<file path="config.mk">
export PLATFORM = sky130hd
export DESIGN_NAME = register_programmed_dma_copier
export DESIGN_NICKNAME = d
export VERILOG_FILES = /design/src/rtl/rpdma_pkg.sv /design/src/rtl/register_programmed_dma_copier.sv /design/src/rtl/rpdma_core.sv /design/src/rtl/rpdma_outbuf.sv
export SDC_FILE = /design/constraint.sdc
export NUM_CORES = 1
export LEC_CHECK = 0
export BUFFER_PORTS_ARGS = -buffer_cell sky130_fd_sc_hd__buf_4
export CORE_ASPECT_RATIO = 1.75
export CORE_MARGIN = 2
export CORE_UTILIZATION = 40
export CTS_BUF_LIST = sky130_fd_sc_hd__clkbuf_16
export DETAILED_ROUTE_END_ITERATION = 10
export HOLD_SLACK_MARGIN = 0.02
export MAX_ROUTING_LAYER = met4
export SETUP_SLACK_MARGIN = 0.4
export SKIP_LAST_GASP = 1
export SYNTH_ARGS = -nofsm -noshare
export SYNTH_HDL_FRONTEND = slang
export SYNTH_HIERARCHICAL = 1
export SYNTH_SLANG_ARGS = --single-unit
</file>
<file path="constraint.sdc">
create_clock -name aclk -period 5.6 [get_ports aclk]
set_clock_uncertainty 0.15 [all_clocks]
set_input_delay 0.28 -clock aclk [delete_from_list [all_inputs] [get_ports aclk]]
set_output_delay 0.28 -clock aclk [all_outputs]
set_load 0.02 [all_outputs]
</file>
<file path="src/rtl/rpdma_pkg.sv">
// Shared types and constants for the register-programmed DMA copier.
package rpdma_pkg;

    localparam int ADDR_BITS_DEF = 32;

    // Input command codes.
    typedef enum logic [1:0] {
        CMD_REG_READ  = 2'd0,
        CMD_REG_WRITE = 2'd1,
        CMD_MEM_DATA  = 2'd2,
        CMD_NOP       = 2'd3
    } cmd_t;

    // Result kinds.
    typedef enum logic [1:0] {
        KIND_RDATA  = 2'd0,
        KIND_MREAD  = 2'd1,
        KIND_MWRITE = 2'd2,
        KIND_ACK    = 2'd3
    } kind_t;

    // Byte offsets of the CPU registers, for writes.
    localparam logic [7:0] OFF_SOURCE = 8'd0;
    localparam logic [7:0] OFF_TARGET = 8'd4;
    localparam logic [7:0] OFF_SIZE   = 8'd8;
    localparam logic [7:0] OFF_START  = 8'd12;

    // Word indexes of the CPU registers, for reads.
    localparam logic [5:0] REG_SOURCE = 6'd0;
    localparam logic [5:0] REG_TARGET = 6'd1;
    localparam logic [5:0] REG_SIZE   = 6'd2;
    localparam logic [5:0] REG_START  = 6'd3;

    localparam logic [31:0] START_GO = 32'd1;

    typedef struct packed {
        kind_t       kind;
        logic [31:0] addr;
        logic [31:0] data;
        logic        irq;
        logic        last;
    } result_t;

endpackage

</file>
<file path="src/rtl/register_programmed_dma_copier.sv">
// Path: an accepted item waits in the input register, which feeds the result register through
// the core logic. Throughput: one item per cycle while each item gives one result and the output
// is not stalled; an item that gives two results holds the result register until both have left,
// and the input register takes one more item before the input side stalls.
// Reset: synchronous active-low aresetn clears the valid flags, the CPU registers, the run state
// and the interrupt; the data registers are not cleared, and no result is pending after reset.
module register_programmed_dma_copier #(
    parameter int ADDR_BITS = rpdma_pkg::ADDR_BITS_DEF
) (
    input  logic        aclk,
    input  logic        aresetn,
    input  logic        s_tvalid,
    output logic        s_tready,
    input  logic [39:0] s_tdata,   // reg_offset[7:0], word_value[39:8]
    input  logic [1:0]  s_tuser,   // cmd[1:0]
    output logic        m_tvalid,
    input  logic        m_tready,
    output logic [71:0] m_tdata,   // bus_address[31:0], bus_data[63:32], irq_level[64], zeros
    output logic [1:0]  m_tuser,   // kind[1:0]
    output logic        m_tlast
);

    logic               in_valid_reg;
    logic [1:0]         cmd_reg;
    logic [7:0]         offset_reg;
    logic [31:0]        value_reg;
    logic               fire;
    logic               can_load;
    logic               two_results;
    rpdma_pkg::result_t res0;
    rpdma_pkg::result_t res1;
    rpdma_pkg::result_t m_result;

    assign fire     = in_valid_reg && can_load;
    assign s_tready = !in_valid_reg || can_load;

    always_ff @(posedge aclk) begin
        if (!aresetn) begin
            in_valid_reg <= 1'b0;
        end else if (s_tready) begin
            in_valid_reg <= s_tvalid;
        end
    end

    always_ff @(posedge aclk) begin
        if (s_tready && s_tvalid) begin
            cmd_reg    <= s_tuser;
            offset_reg <= s_tdata[7:0];
            value_reg  <= s_tdata[39:8];
        end
    end

    rpdma_core #(
        .ADDR_BITS(ADDR_BITS)
    ) u_core (
        .aclk        (aclk),
        .aresetn     (aresetn),
        .fire        (fire),
        .cmd         (cmd_reg),
        .reg_offset  (offset_reg),
        .word_value  (value_reg),
        .res0        (res0),
        .res1        (res1),
        .two_results (two_results)
    );

    rpdma_outbuf u_outbuf (
        .aclk        (aclk),
        .aresetn     (aresetn),
        .load        (fire),
        .res0        (res0),
        .res1        (res1),
        .two_results (two_results),
        .can_load    (can_load),
        .m_tvalid    (m_tvalid),
        .m_tready    (m_tready),
        .m_result    (m_result)
    );

    assign m_tdata = {7'd0, m_result.irq, m_result.data, m_result.addr};
    assign m_tuser = m_result.kind;
    assign m_tlast = m_result.last;

endmodule

</file>
<file path="src/rtl/rpdma_core.sv">
// Register file, run state and per-item result logic of the DMA copier.
module rpdma_core #(
    parameter int ADDR_BITS = rpdma_pkg::ADDR_BITS_DEF
) (
    input  logic                aclk,
    input  logic                aresetn,
    input  logic                fire,
    input  logic [1:0]          cmd,
    input  logic [7:0]          reg_offset,
    input  logic [31:0]         word_value,
    output rpdma_pkg::result_t  res0,
    output rpdma_pkg::result_t  res1,
    output logic                two_results
);

    localparam int SUM_W = (ADDR_BITS > 32) ? ADDR_BITS : 32;

    logic [31:0]          src_reg, src_next;
    logic [31:0]          dst_reg, dst_next;
    logic [31:0]          size_reg, size_next;
    logic [31:0]          start_reg, start_next;
    logic [29:0]          idx_reg, idx_next;
    logic [29:0]          total_reg, total_next;
    logic                 busy_reg, busy_next;
    logic                 irq_reg, irq_next;
    logic [ADDR_BITS-1:0] run_src_reg, run_src_next;
    logic [ADDR_BITS-1:0] run_dst_reg, run_dst_next;

    // Address of word idx of a run, wrapped to the address width.
    function automatic logic [31:0] word_addr(input logic [ADDR_BITS-1:0] base,
                                              input logic [29:0] idx);
        logic [SUM_W-1:0]     sum;
        logic [ADDR_BITS-1:0] wrapped;
        sum     = SUM_W'(base) + SUM_W'({idx, 2'b00});
        wrapped = sum[ADDR_BITS-1:0];
        return 32'(wrapped);
    endfunction

    always_comb begin
        src_next     = src_reg;
        dst_next     = dst_reg;
        size_next    = size_reg;
        start_next   = start_reg;
        idx_next     = idx_reg;
        total_next   = total_reg;
        busy_next    = busy_reg;
        irq_next     = irq_reg;
        run_src_next = run_src_reg;
        run_dst_next = run_dst_reg;
        res0         = '{kind: rpdma_pkg::KIND_ACK, addr: 32'd0, data: 32'd0,
                         irq: 1'b0, last: 1'b1};
        res1         = res0;
        two_results  = 1'b0;

        if (fire) begin
            case (rpdma_pkg::cmd_t'(cmd))
                rpdma_pkg::CMD_REG_READ: begin
                    res0.kind = rpdma_pkg::KIND_RDATA;
                    case (reg_offset[7:2])
                        rpdma_pkg::REG_SOURCE: res0.data = src_reg;
                        rpdma_pkg::REG_TARGET: res0.data = dst_reg;
                        rpdma_pkg::REG_SIZE:   res0.data = size_reg;
                        rpdma_pkg::REG_START:  res0.data = start_reg;
                        default:               res0.data = 32'd0;
                    endcase
                end
                rpdma_pkg::CMD_REG_WRITE: begin
                    if (reg_offset == rpdma_pkg::OFF_SOURCE && start_reg == 32'd0) begin
                        src_next = word_value;
                    end else if (reg_offset == rpdma_pkg::OFF_TARGET
                                 && start_reg == 32'd0) begin
                        dst_next = word_value;
                    end else if (reg_offset == rpdma_pkg::OFF_SIZE
                                 && start_reg == 32'd0) begin
                        size_next = word_value;
                    end else if (reg_offset == rpdma_pkg::OFF_START) begin
                        start_next = word_value;
                    end

                    if (start_next != rpdma_pkg::START_GO) begin
                        irq_next = 1'b0;
                    end else if (!busy_reg && !irq_reg) begin
                        // A negative size copies nothing.
                        total_next   = size_next[31] ? 30'd0 : size_next[31:2];
                        idx_next     = 30'd0;
                        run_src_next = ADDR_BITS'(src_next);
                        run_dst_next = ADDR_BITS'(dst_next);
                        if (total_next == 30'd0) begin
                            irq_next = 1'b1;
                        end else begin
                            busy_next   = 1'b1;
                            two_results = 1'b1;
                            res1.kind   = rpdma_pkg::KIND_MREAD;
                            res1.addr   = word_addr(run_src_next, 30'd0);
                        end
                    end
                end
                rpdma_pkg::CMD_MEM_DATA: begin
                    if (busy_reg) begin
                        res0.kind = rpdma_pkg::KIND_MWRITE;
                        res0.addr = word_addr(run_dst_reg, idx_reg);
                        res0.data = word_value;
                        idx_next  = idx_reg + 30'd1;
                        if (idx_next >= total_reg) begin
                            busy_next = 1'b0;
                            irq_next  = (start_reg == rpdma_pkg::START_GO);
                        end else begin
                            two_results = 1'b1;
                            res1.kind   = rpdma_pkg::KIND_MREAD;
                            res1.addr   = word_addr(run_src_reg, idx_next);
                        end
                    end
                end
                default: begin
                end
            endcase
        end

        // Every result of one item carries the interrupt level left by that item.
        res0.irq  = irq_next;
        res1.irq  = irq_next;
        res0.last = !two_results;
        res1.last = 1'b1;
    end

    always_ff @(posedge aclk) begin
        if (!aresetn) begin
            src_reg     <= 32'd0;
            dst_reg     <= 32'd0;
            size_reg    <= 32'd0;
            start_reg   <= 32'd0;
            idx_reg     <= 30'd0;
            total_reg   <= 30'd0;
            busy_reg    <= 1'b0;
            irq_reg     <= 1'b0;
            run_src_reg <= '0;
            run_dst_reg <= '0;
        end else begin
            src_reg     <= src_next;
            dst_reg     <= dst_next;
            size_reg    <= size_next;
            start_reg   <= start_next;
            idx_reg     <= idx_next;
            total_reg   <= total_next;
            busy_reg    <= busy_next;
            irq_reg     <= irq_next;
            run_src_reg <= run_src_next;
            run_dst_reg <= run_dst_next;
        end
    end

endmodule

</file>
<file path="src/rtl/rpdma_outbuf.sv">
// Result register with a second slot for items that produce two results.
module rpdma_outbuf (
    input  logic               aclk,
    input  logic               aresetn,
    input  logic               load,
    input  rpdma_pkg::result_t res0,
    input  rpdma_pkg::result_t res1,
    input  logic               two_results,
    output logic               can_load,
    output logic               m_tvalid,
    input  logic               m_tready,
    output rpdma_pkg::result_t m_result
);

    logic               out_valid_reg;
    logic               pend_valid_reg;
    rpdma_pkg::result_t out_reg;
    rpdma_pkg::result_t pend_reg;

    // New results may enter once the current one leaves and nothing waits behind it.
    assign can_load = !out_valid_reg || (m_tready && !pend_valid_reg);
    assign m_tvalid = out_valid_reg;
    assign m_result = out_reg;

    always_ff @(posedge aclk) begin
        if (!aresetn) begin
            out_valid_reg  <= 1'b0;
            pend_valid_reg <= 1'b0;
        end else if (load) begin
            out_valid_reg  <= 1'b1;
            pend_valid_reg <= two_results;
        end else if (out_valid_reg && m_tready) begin
            out_valid_reg  <= pend_valid_reg;
            pend_valid_reg <= 1'b0;
        end
    end

    always_ff @(posedge aclk) begin
        if (load) begin
            out_reg  <= res0;
            pend_reg <= res1;
        end else if (out_valid_reg && m_tready && pend_valid_reg) begin
            out_reg <= pend_reg;
        end
    end

endmodule
</file>
# After elaboration in Yosys (flattened, before gate mapping)
# Cells that the tools add are included.
dict set report totals {
  reg_bits 402
  in_bits 46
  output_inout_bits 77
  elab_cells 131
}
dict set report op_classes {
  addsub 3
  order_cmp 1
  n_eq_ne 17
  muxes 54
  n_bitwise 1
  reduce_logical 30
}
# operator count
set ops {}
lappend ops {{32-bit two-way mux} 15}
lappend ops {{34-bit two-way mux} 5}
lappend ops {{68-bit two-way mux} 2}
lappend ops {{32-bit one-hot mux with 4 select lines} 1}
lappend ops {{30-bit two-way mux} 3}
lappend ops {{34-bit one-hot mux with 2 select lines} 1}
lappend ops {{65-bit two-way mux} 1}
lappend ops {{32-bit adder} 2}
lappend ops {{32-bit one-hot mux with 2 select lines} 1}
lappend ops {{30-bit one-hot mux with 2 select lines} 1}
lappend ops {{32-bit by 1-bit == test with 1-bit output, second input constant} 1}
lappend ops {{32-bit zero test} 1}
lappend ops {{32-bit by 1-bit != test with 1-bit output, second input constant} 1}
lappend ops {{30-bit by 1-bit adder with 30-bit output, second input constant} 1}
lappend ops {{30-bit >= comparator} 1}
lappend ops {{30-bit zero test} 1}
lappend ops {{29-bit two-way mux} 1}
lappend ops {{1-bit two-way mux} 19}
lappend ops {{8-bit by 4-bit == test with 1-bit output, second input constant} 2}
lappend ops {{5-bit AND reduction} 3}
lappend ops {{6-bit by 2-bit == test with 1-bit output, second input constant} 2}
lappend ops {{1-bit logical AND} 9}
lappend ops {{8-bit by 3-bit == test with 1-bit output, second input constant} 1}
lappend ops {{8-bit zero test} 1}
lappend ops {{other kinds (17)} 30}

# Longest topological paths before layout
# Gate-level depths: netlist (run 1).
dict set report depth {
  word_depth 16
  mapped_depth 19
  mapped_depth_nobuf 18
}

# By module
# The synthesis (run 1) kept the hierarchy.
# module instances cells_per_inst area_per_inst_um2 seq_area_each_um2
set by_module_without_submodules {}
lappend by_module_without_submodules {rpdma_core 1 2107 16833.6 5064.9}
lappend by_module_without_submodules {rpdma_outbuf 1 224 5345.1 4124.0}
lappend by_module_without_submodules {register_programmed_dma_copier 1 56 1382.6 1281.2}

# Least setup slack after synthesis (run 1)
# No wires, ideal clock.
dict set report synth_timing {
  path_kind {reg-to-reg}
  from {register u_core.idx_reg[2]}
  to {register u_outbuf.out_reg, in the netlist u_outbuf/m_result[1], data pin}
  setup_ns 0.260
  arrival_time_ns 3.697
  required_ns 5.190
  slack_ns 1.493
  stages_incl_launch_ff 20
  path_buffers 2
  synth_period_minus_slack_ns 4.107
  cell_sequence {dfxtp_1 and4_1 clkbuf_1 nand4_1 nand2b_1 nor2b_1 nand3_1 xnor2_1 ha_1 a211oi_1 o21bai_1 a211oi_1 o21ai_0 nor2_1 a21oi_1 nand4_1 nand3b_1 o211a_1 buf_4 mux2_4}
}
dict set report synth_between {
  elab_chain_len 7
}
# element line
set synth_lines {}
lappend synth_lines {{start: declaration} rpdma_core.sv:22} ;# logic [29:0] idx_reg, idx_next;
lappend synth_lines {{start signal: assignment} rpdma_core.sv:143} ;# idx_reg <= idx_next;
lappend synth_lines {{30-bit by 1-bit adder with 30-bit output} rpdma_core.sv:103} ;# idx_next = idx_reg + 30'd1;
lappend synth_lines {{30-bit >= comparator} rpdma_core.sv:104} ;# if (idx_next >= total_reg) begin
lappend synth_lines {{1-bit two-way mux} rpdma_core.sv:104}
lappend synth_lines {{1-bit two-way mux} rpdma_core.sv:99} ;# if (busy_reg) begin
lappend synth_lines {{1-bit one-hot mux with 2 select lines} rpdma_core.sv:56} ;# case (rpdma_pkg::cmd_t'(cmd))
lappend synth_lines {{1-bit two-way mux} rpdma_core.sv:55} ;# if (fire) begin
lappend synth_lines {{net u_core.irq_next} rpdma_core.sv:25} ;# logic irq_reg, irq_next;
lappend synth_lines {{68-bit two-way mux} rpdma_outbuf.sv:39} ;# if (load) begin
lappend synth_lines {{end signal: assignment} rpdma_outbuf.sv:40} ;# out_reg <= res0;
lappend synth_lines {{end signal: assignment} rpdma_outbuf.sv:43} ;# out_reg <= pend_reg;
lappend synth_lines {{end: declaration} rpdma_outbuf.sv:17} ;# rpdma_pkg::result_t out_reg;
# The timed path passes the listed nets, and every way through them passes these cells.
# A chain may end at the register's enable or synchronous reset.

# Worst setup path after layout (run 1)
dict set report layout_timing {
  from {register u_core.idx_reg[2]}
  to {register u_outbuf.pend_valid_reg}
}
dict set report layout_between {
  elab_chain_len 7
}
# element line
set layout_lines {}
lappend layout_lines {{30-bit by 1-bit adder with 30-bit output} rpdma_core.sv:103}
lappend layout_lines {{30-bit >= comparator} rpdma_core.sv:104}
lappend layout_lines {{1-bit two-way mux} rpdma_core.sv:104}
lappend layout_lines {{1-bit two-way mux} rpdma_core.sv:99}
lappend layout_lines {{1-bit one-hot mux with 2 select lines} rpdma_core.sv:56}
lappend layout_lines {{1-bit two-way mux} rpdma_core.sv:55}
lappend layout_lines {{net two_results} register_programmed_dma_copier.sv:29} ;# logic two_results;
lappend layout_lines {{1-bit two-way mux} rpdma_outbuf.sv:29} ;# end else if (load) begin
lappend layout_lines {{end signal: assignment} rpdma_outbuf.sv:31} ;# pend_valid_reg <= two_results;
lappend layout_lines {{end: declaration} rpdma_outbuf.sv:16} ;# logic pend_valid_reg;
# The timed path passes the listed nets, and every way through them passes these cells.

==> results of run 1 <==
cells by family after synthesis:
| group | synth area share |
|---|---|
| adders and majority gates | 0.0537 |
| muxes | 0.0745 |
| AOI/OAI and AO/OA | 0.190 |
| DFF | 0.444 |
| other | 0.000478 |
| and+or+nand+nor | 0.148 |
| xor gates and xnor gates | 0.0305 |
| buffers and inverters | 0.0581 |
cell type report:
class | count | area [sq um] | share of cell area
Multi-Input combinational cell | 1719 | 11900 | 0.448
Sequential cell | 434 | 10500 | 0.394
Timing Repair Buffer | 194 | 1600 | 0.0602
Clock buffer | 46 | 1150 | 0.0433
Tap cell | 773 | 967 | 0.0364
Clock inverter | 33 | 268 | 0.0101
Inverter | 58 | 218 | 0.00818
final timing paths:
kind	start	endpoint	slack [ns]	depth (start not counted)
worst max-delay path	u_core/idx_reg[2]$_SDFFE_PN0P_	u_outbuf/pend_valid_reg$_SDFFE_PN0P_	0.73	20
worst min-delay path	s_tdata[18]	value_reg[10]$_DFFE_PP_	0.25	2
worst min register to register	u_core/src_reg[18]$_SDFFE_PN0P_	u_core/src_reg[18]$_SDFFE_PN0P_	0.32	2
worst max register to register	u_core/idx_reg[2]$_SDFFE_PN0P_	u_outbuf/pend_valid_reg$_SDFFE_PN0P_	0.73	20
Yosys cell counts (all sizes together) (14+ instances only):
| cell | number |
|---|---|
| o21ai | 66 |
| a22o | 37 |
| nand3b | 18 |
| nor2 | 61 |
| o211a | 95 |
| nand3 | 90 |
| mux2 | 70 |
| dfxtp | 256 |
| nor4 | 18 |
| and4 | 14 |
| o22ai | 29 |
| xnor2 | 50 |
| a21oi | 48 |
| clkbuf | 121 |
| nand4 | 20 |
| nor3 | 24 |
| xor2 | 32 |
| a22oi | 54 |
| a21boi | 160 |
| o21a | 14 |
| inv | 58 |
| a21o | 16 |
| mux2i | 71 |
| and2 | 17 |
| a211oi | 14 |
| ha | 98 |
| nand2 | 442 |
| buf | 93 |
| edfxtp | 178 |
metal layers:
layer,up-vias,routed length (um),global-route usage
li1,8659,-,-
met1,8964,29400,0.280
met2,605,39700,0.454
met3,167,3190,0.0214
met4,0,4700,0.136
met5,-,0,-
through the flow:
step	cells	utilization
detailed placement	3131	0.424
finish	3257	0.457
global route	3257	0.457
CTS	3257	0.456
global placement	3131	0.424
floorplan	2425	-
what timing repair did:
action                                  in CTS  in global routing
endpoints found under the hold margin       94                  0
hold buffers                                47                  0
endpoints found under the setup margin       0                  1
resized for setup                            0                  4
critical path, cell delays in order, from the launching register on:
cell                            delay, ns
sky130_fd_sc_hd__dfxtp_1             0.47
sky130_fd_sc_hd__and4_4              0.32
sky130_fd_sc_hd__nand4_1             0.18
sky130_fd_sc_hd__nand2b_1            0.28
sky130_fd_sc_hd__nor2b_1             0.14
sky130_fd_sc_hd__buf_4               0.16
sky130_fd_sc_hd__nand3_1             0.12
sky130_fd_sc_hd__xnor2_2             0.23
sky130_fd_sc_hd__ha_1                0.28
sky130_fd_sc_hd__a211oi_1            0.21
sky130_fd_sc_hd__o21bai_1            0.11
sky130_fd_sc_hd__a211oi_1            0.25
sky130_fd_sc_hd__o21ai_0             0.26
sky130_fd_sc_hd__nor2_1              0.25
sky130_fd_sc_hd__nand2_1             0.20
sky130_fd_sc_hd__nor2_1              0.18
sky130_fd_sc_hd__o21ai_0             0.15
sky130_fd_sc_hd__inv_1               0.10
sky130_fd_sc_hd__nand2_1             0.05
sky130_fd_sc_hd__a21boi_1            0.16
sky130_fd_sc_hd__dlygate4sd3_1       0.55
report_power, final:
part | switching, uW | internal, uW | total (uW)
Sequential | 72.5 | 3370 | 3440
Combinational | 190 | 161 | 351
Clock | 1300 | 1670 | 2970
Total | 1570 | 5200 | 6770
==> metrics.cfg, run 1 <==
[power_and_ir_drop]
cellLeakagePower_uw=0.0108
totalPowerFinal_uw=6770
pwr_per_cell_area_nw_per_um2=254
ir_worst_vdd_mv=0.182

[detailed_routing]
dr_iter_0_viols=1671
routed_vias_inst=5.65
detail-route-antenna-nets=0
drc=0
finalWirelength_um=77000
avgRoutedWirePerCell_um=23.6
firstDrtPassIters=6
dr_total_vias=18400

[global_routing]
grt_antenna_before_repair=0
grt_start_max_net_pins=205
vias_in_the_first_global_route=18400
globalRouteTotalUtil=0.254
wire_length_of_the_first_global_routing_pass_um=115000
grt-ovfl-total=0

[timing]
finalWorstSetupSlack_ns=0.732
finalCriticalPeriod_ns=4.87
timing_hold_violations_final=0
final_clock_period_utilization_by_the_worst_path=0.869
timing.slew.headroom=0.273
grt_setup_unrepaired=no
fmaxAchievable_ghz=0.205
finalSetupTns_ns=0
finalMaxSlewViolations=0
timing.hold.ws_ns=0.250
timing_worst_slew_pin_value_ns=1.08
timing.final.setup_violations=0

[setup_path]
critical_path.endpoint_type=flop
cp.arrival_ns=5.23
timing.critical_path.fanout_max=8
timing.critical_path.required_ns=5.96
worst-setup-path-type=reg2reg
cp-start-kind=flop

[die]
rows=117
core_sq_um=58300
die_width_um=187
design.portCount=123
dieArea_sq_um=60900
die_height_um=325
start_util=0.404

[placed_design]
port-buffer-count=115
detailed_place_hpwl_um=56400
place_worst_setup_slack_ns=0.953
place.gp.congestion=0.951
dpl_cell_area_sq_um=24700

[layout]
synthToLayoutAreaGrowth_pct=12.9
fin_nets=2596
most_frequent_cells_in_the_layout=sky130_fd_sc_hd__nand2_1, sky130_fd_sc_hd__dfxtp_1, sky130_fd_sc_hd__edfxtp_1, sky130_fd_sc_hd__buf_4, sky130_fd_sc_hd__a21boi_0
filler_cell_count=5683
design_area_sq_um=26600
mostFrequentLayoutCell=sky130_fd_sc_hd__nand2_1
insertedDiodeCount=0
drive_gt1_frac=0.124

[synth]
syn-instance-count=2387
yosys_register_bits=434
post-synth-top-area-fraction=0.227
postSynth.topFlopCell=sky130_fd_sc_hd__dfxtp_1
synth_edf_count=178
syn-mean-instance-area_sq_um=9.87
yosysSeqAreaShare=0.444
yosysWarningCount=6
syn_area_sq_um=23600
synth.top_cells.by_area=sky130_fd_sc_hd__edfxtp_1, sky130_fd_sc_hd__dfxtp_1, sky130_fd_sc_hd__nand2_1
synth_async_sr_flop_share=0
synth_top_cell_by_area=sky130_fd_sc_hd__edfxtp_1
synth.distinct_cells=81

[clocking]
cts.repair_timing.setup_buffer_count=0
tritoncts=built
clock_tree.htree_level_count=2
clock_tree.root_cell=sky130_fd_sc_hd__clkbuf_16
numClockSinks=434
tritoncts.num_buffers=43
worst_skew_pair.late_latency_ns=0.60
maximum_buffer_depth_of_the_clock_tree=3
clk_pin_slew_ns=0.07

[worst_hold_path]
min-delay-path-class=in2reg

[flow_run]
cap_viol_max_count=0

[run_status]
status=complete, no violations

Note: power is estimated with default switching activity, not from simulation.
==> run 2: changes to the inputs <==
- SYNTH_HIERARCHICAL: 1 -> unset
==> metrics.cfg, run 2 <==
[run_status]
status=complete, no violations

[timing]
grt_setup_unrepaired=no
timing_worst_slew_pin_value_ns=1.30
timing_hold_violations_final=0
timing.slew.headroom=0.133
final_clock_period_utilization_by_the_worst_path=0.858
fmaxAchievable_ghz=0.208
finalMaxSlewViolations=0
timing.final.setup_violations=0
finalSetupTns_ns=0
finalCriticalPeriod_ns=4.81

[placed_design]
place.gp.congestion=0.907
port-buffer-count=115
dp.cells=2953
detailed_place_hpwl_um=48000

[global_routing]
globalRouteTotalUtil=0.249
grt_antenna_before_repair=0
wire_length_of_the_first_global_routing_pass_um=102000
grt_start_max_net_pins=98
grt-ovfl-total=0
vias_in_the_first_global_route=17300

[layout]
insertedDiodeCount=0
mostFrequentLayoutCell=sky130_fd_sc_hd__nand2_1
fin_nets=2500
filler_cell_count=4958
drive_gt1_frac=0.104
largest_reg_flops=68
synthToLayoutAreaGrowth_pct=14.6
most_frequent_cells_in_the_layout=sky130_fd_sc_hd__nand2_1, sky130_fd_sc_hd__dfxtp_1, sky130_fd_sc_hd__nor2_1, sky130_fd_sc_hd__buf_4, sky130_fd_sc_hd__edfxtp_1
multi_input_comb_area_sq_um=10600
post_layout_nonfiller_instances=3068
area.sequential_sq_um=9450

[clocking]
maximum_buffer_depth_of_the_clock_tree=3
clock_tree.root_cell=sky130_fd_sc_hd__clkbuf_16
clock_tree.htree_level_count=2
cts_resized=0
tritoncts.num_buffers=39
tritoncts=built
clk_pin_slew_ns=0.07
worst_skew_pair.late_latency_ns=0.56
numClockSinks=400
holdBufCountCts=43
cts.repair_timing.setup_buffer_count=0

[die]
design.portCount=123
dieArea_sq_um=54400
die_width_um=177
rows=111
start_util=0.403
die_height_um=307
core_sq_um=52100

[power_and_ir_drop]
ir_worst_vdd_mv=0.257
pwr_per_cell_area_nw_per_um2=253
cellLeakagePower_uw=0.00860

[setup_path]
worst-setup-path-type=reg2reg
timing.critical_path.required_ns=5.80
worstSetupEndpoint=u_outbuf.pend_reg[64]$_DFFE_PP_
timing.critical_path.depth=16
max_stage_delay_ns=0.52
worst_r2r_endpoint=u_outbuf.pend_reg[64]$_DFFE_PP_
worstReg2RegStart=u_core.idx_reg[7]$_SDFFE_PN0P_
worst-r2r-setup-slack_ns=0.79
worstPathCellList=nand4_1 > nor3_1 > buf_4 > nand2_1 > nor4_1 > buf_4 > nand3_1 > xnor2_1 > ha_1 > or3_1 > o2111a_1 > nand4bb_1 > a21o_1 > nor2_2 > inv_2 > o221ai_1
cp_top_family=simple AND/OR/NAND/NOR gates
rr_worst_depth=16
timing.critical_path.slowest_stage_cell=sky130_fd_sc_hd__xnor2_1
timing.critical_path.fanout_max=26
cp_dominant_cell_by_count=sky130_fd_sc_hd__buf_4
cp-start-kind=flop
cp-startpoint=u_core.idx_reg[7]$_SDFFE_PN0P_
path_buf_inv=3
cp.arrival_ns=5.01
critical_path.endpoint_type=flop

[detailed_routing]
wl_met2_um=33100
dr_total_vias=17600
drc=0
firstDrtPassIters=5
finalWirelength_um=66700
top_signal_layer_used=met4
dr_iter_0_viols=1371
wl_met3_um=3180
routed_met1_length_um=26500
avgRoutedWirePerCell_um=21.8
detail-route-antenna-nets=0
routed_vias_inst=5.74

[synth]
synth_most_common_cell=sky130_fd_sc_hd__nand2_1
postSynth.topFlopCell=sky130_fd_sc_hd__dfxtp_1
syn_area_sq_um=21000
synth_commonest_cells=sky130_fd_sc_hd__nand2_1, sky130_fd_sc_hd__dfxtp_1, sky130_fd_sc_hd__nor2_1
synth.top_cells.by_area=sky130_fd_sc_hd__dfxtp_1, sky130_fd_sc_hd__edfxtp_1, sky130_fd_sc_hd__nand2_1
syn-mean-instance-area_sq_um=9.14
synth_async_sr_flop_share=0
post-synth-top-area-fraction=0.244
yosysSeqAreaShare=0.450
synth_top_cell_by_area=sky130_fd_sc_hd__dfxtp_1
synth.distinct_cells=78
synth_edf_count=144
yosys_register_bits=400
syn-instance-count=2296
yosysWarningCount=0

[flow_run]
cap_viol_max_count=0

[worst_hold_path]
min-delay-path-class=in2reg

[run 2: cell types whose count changed in the layout (fill, tap and decap cells not counted), moves of 56 or more]
cell,change
sky130_fd_sc_hd__nor2_1,+110
sky130_fd_sc_hd__nand2_1,-68
sky130_fd_sc_hd__a21boi_0,-56
sky130_fd_sc_hd__a211oi_1,+76
sky130_fd_sc_hd__a21oi_1,+66
sky130_fd_sc_hd__o211a_1,-95
sky130_fd_sc_hd__mux2_4,-67
sky130_fd_sc_hd__nand3_1,-59
[run 2: area by class of cell]
cell class / count / area share
sequential: 400 / 0.393
timing repair buffer: 198 / 0.0673
clock inverter: 30 / 0.00999
clock buffer: 42 / 0.0437
tap: 678 / 0.0353
multi-input combinational: 1656 / 0.441
inverter: 64 / 0.0101
[run 2: worst min path at each step]
stage / to / start / cells past startpoint / slack [ns]
floorplan: cmd_reg[0]$_DFFE_PP_ / s_tuser[0] / 0 / 0.23
global placement: u_core.size_reg[0]$_SDFFE_PN0P_ / u_core.size_reg[0]$_SDFFE_PN0P_ / 2 / 0.31
detailed placement: value_reg[18]$_DFFE_PP_ / s_tdata[26] / 1 / 0.31
CTS: u_outbuf.pend_valid_reg$_SDFFE_PN0P_ / m_tready / 4 / 0.04
global route: u_outbuf.pend_valid_reg$_SDFFE_PN0P_ / m_tready / 4 / 0.08
finish: u_outbuf.pend_valid_reg$_SDFFE_PN0P_ / m_tready / 4 / 0.05
[run 2: cells by family (layout without fill, tap and decap cells)]
kind of cell,after synthesis,after routing,synth area share
simple gates,764,764,0.164
other cells,1,7,0.000179
fa+ha+maj,95,95,0.0574
xor+xnor,76,76,0.0317
compound gates,630,630,0.208
buf+inv,246,334,0.0481
mux,84,84,0.0403
flops,400,400,0.450
[run 2: layer usage]
metal  GRT usage  vias to the layer above
met5           -                        -
met4       0.130                        0
met3      0.0242                      178
met2       0.424                      603
met1       0.290                     8439
li1            -                     8395
[run 2: where the power goes]
group	switching (uW)	internal [uW]	total (uW)
clock network	1210	1510	2720
logic	157	103	260
registers	50.5	3060	3110
total	1420	4670	6090
[run 2: worst min-delay path, stage by stage]
cell and delay (ns):
sky130_fd_sc_hd__buf_4 0.09, sky130_fd_sc_hd__nor2b_1 0.07, sky130_fd_sc_hd__o21ai_0 0.21, sky130_fd_sc_hd__a21oi_2 0.05
[run 2: stage by stage]
stage                     instance area [sq um]   util  worst slack (ns)  total power (uW)  hold WS [ns]
after global placement                    22300  0.429             0.934              3410         0.307
final                                     24100  0.462             0.794              6090        0.0488
after CTS                                 24100  0.462             0.794              6150        0.0393
after floorplan                           21000      -              1.40              3300         0.229
after detailed placement                  22300  0.429             0.818              3410         0.309
after global routing                      24100  0.462             0.458              6270        0.0802
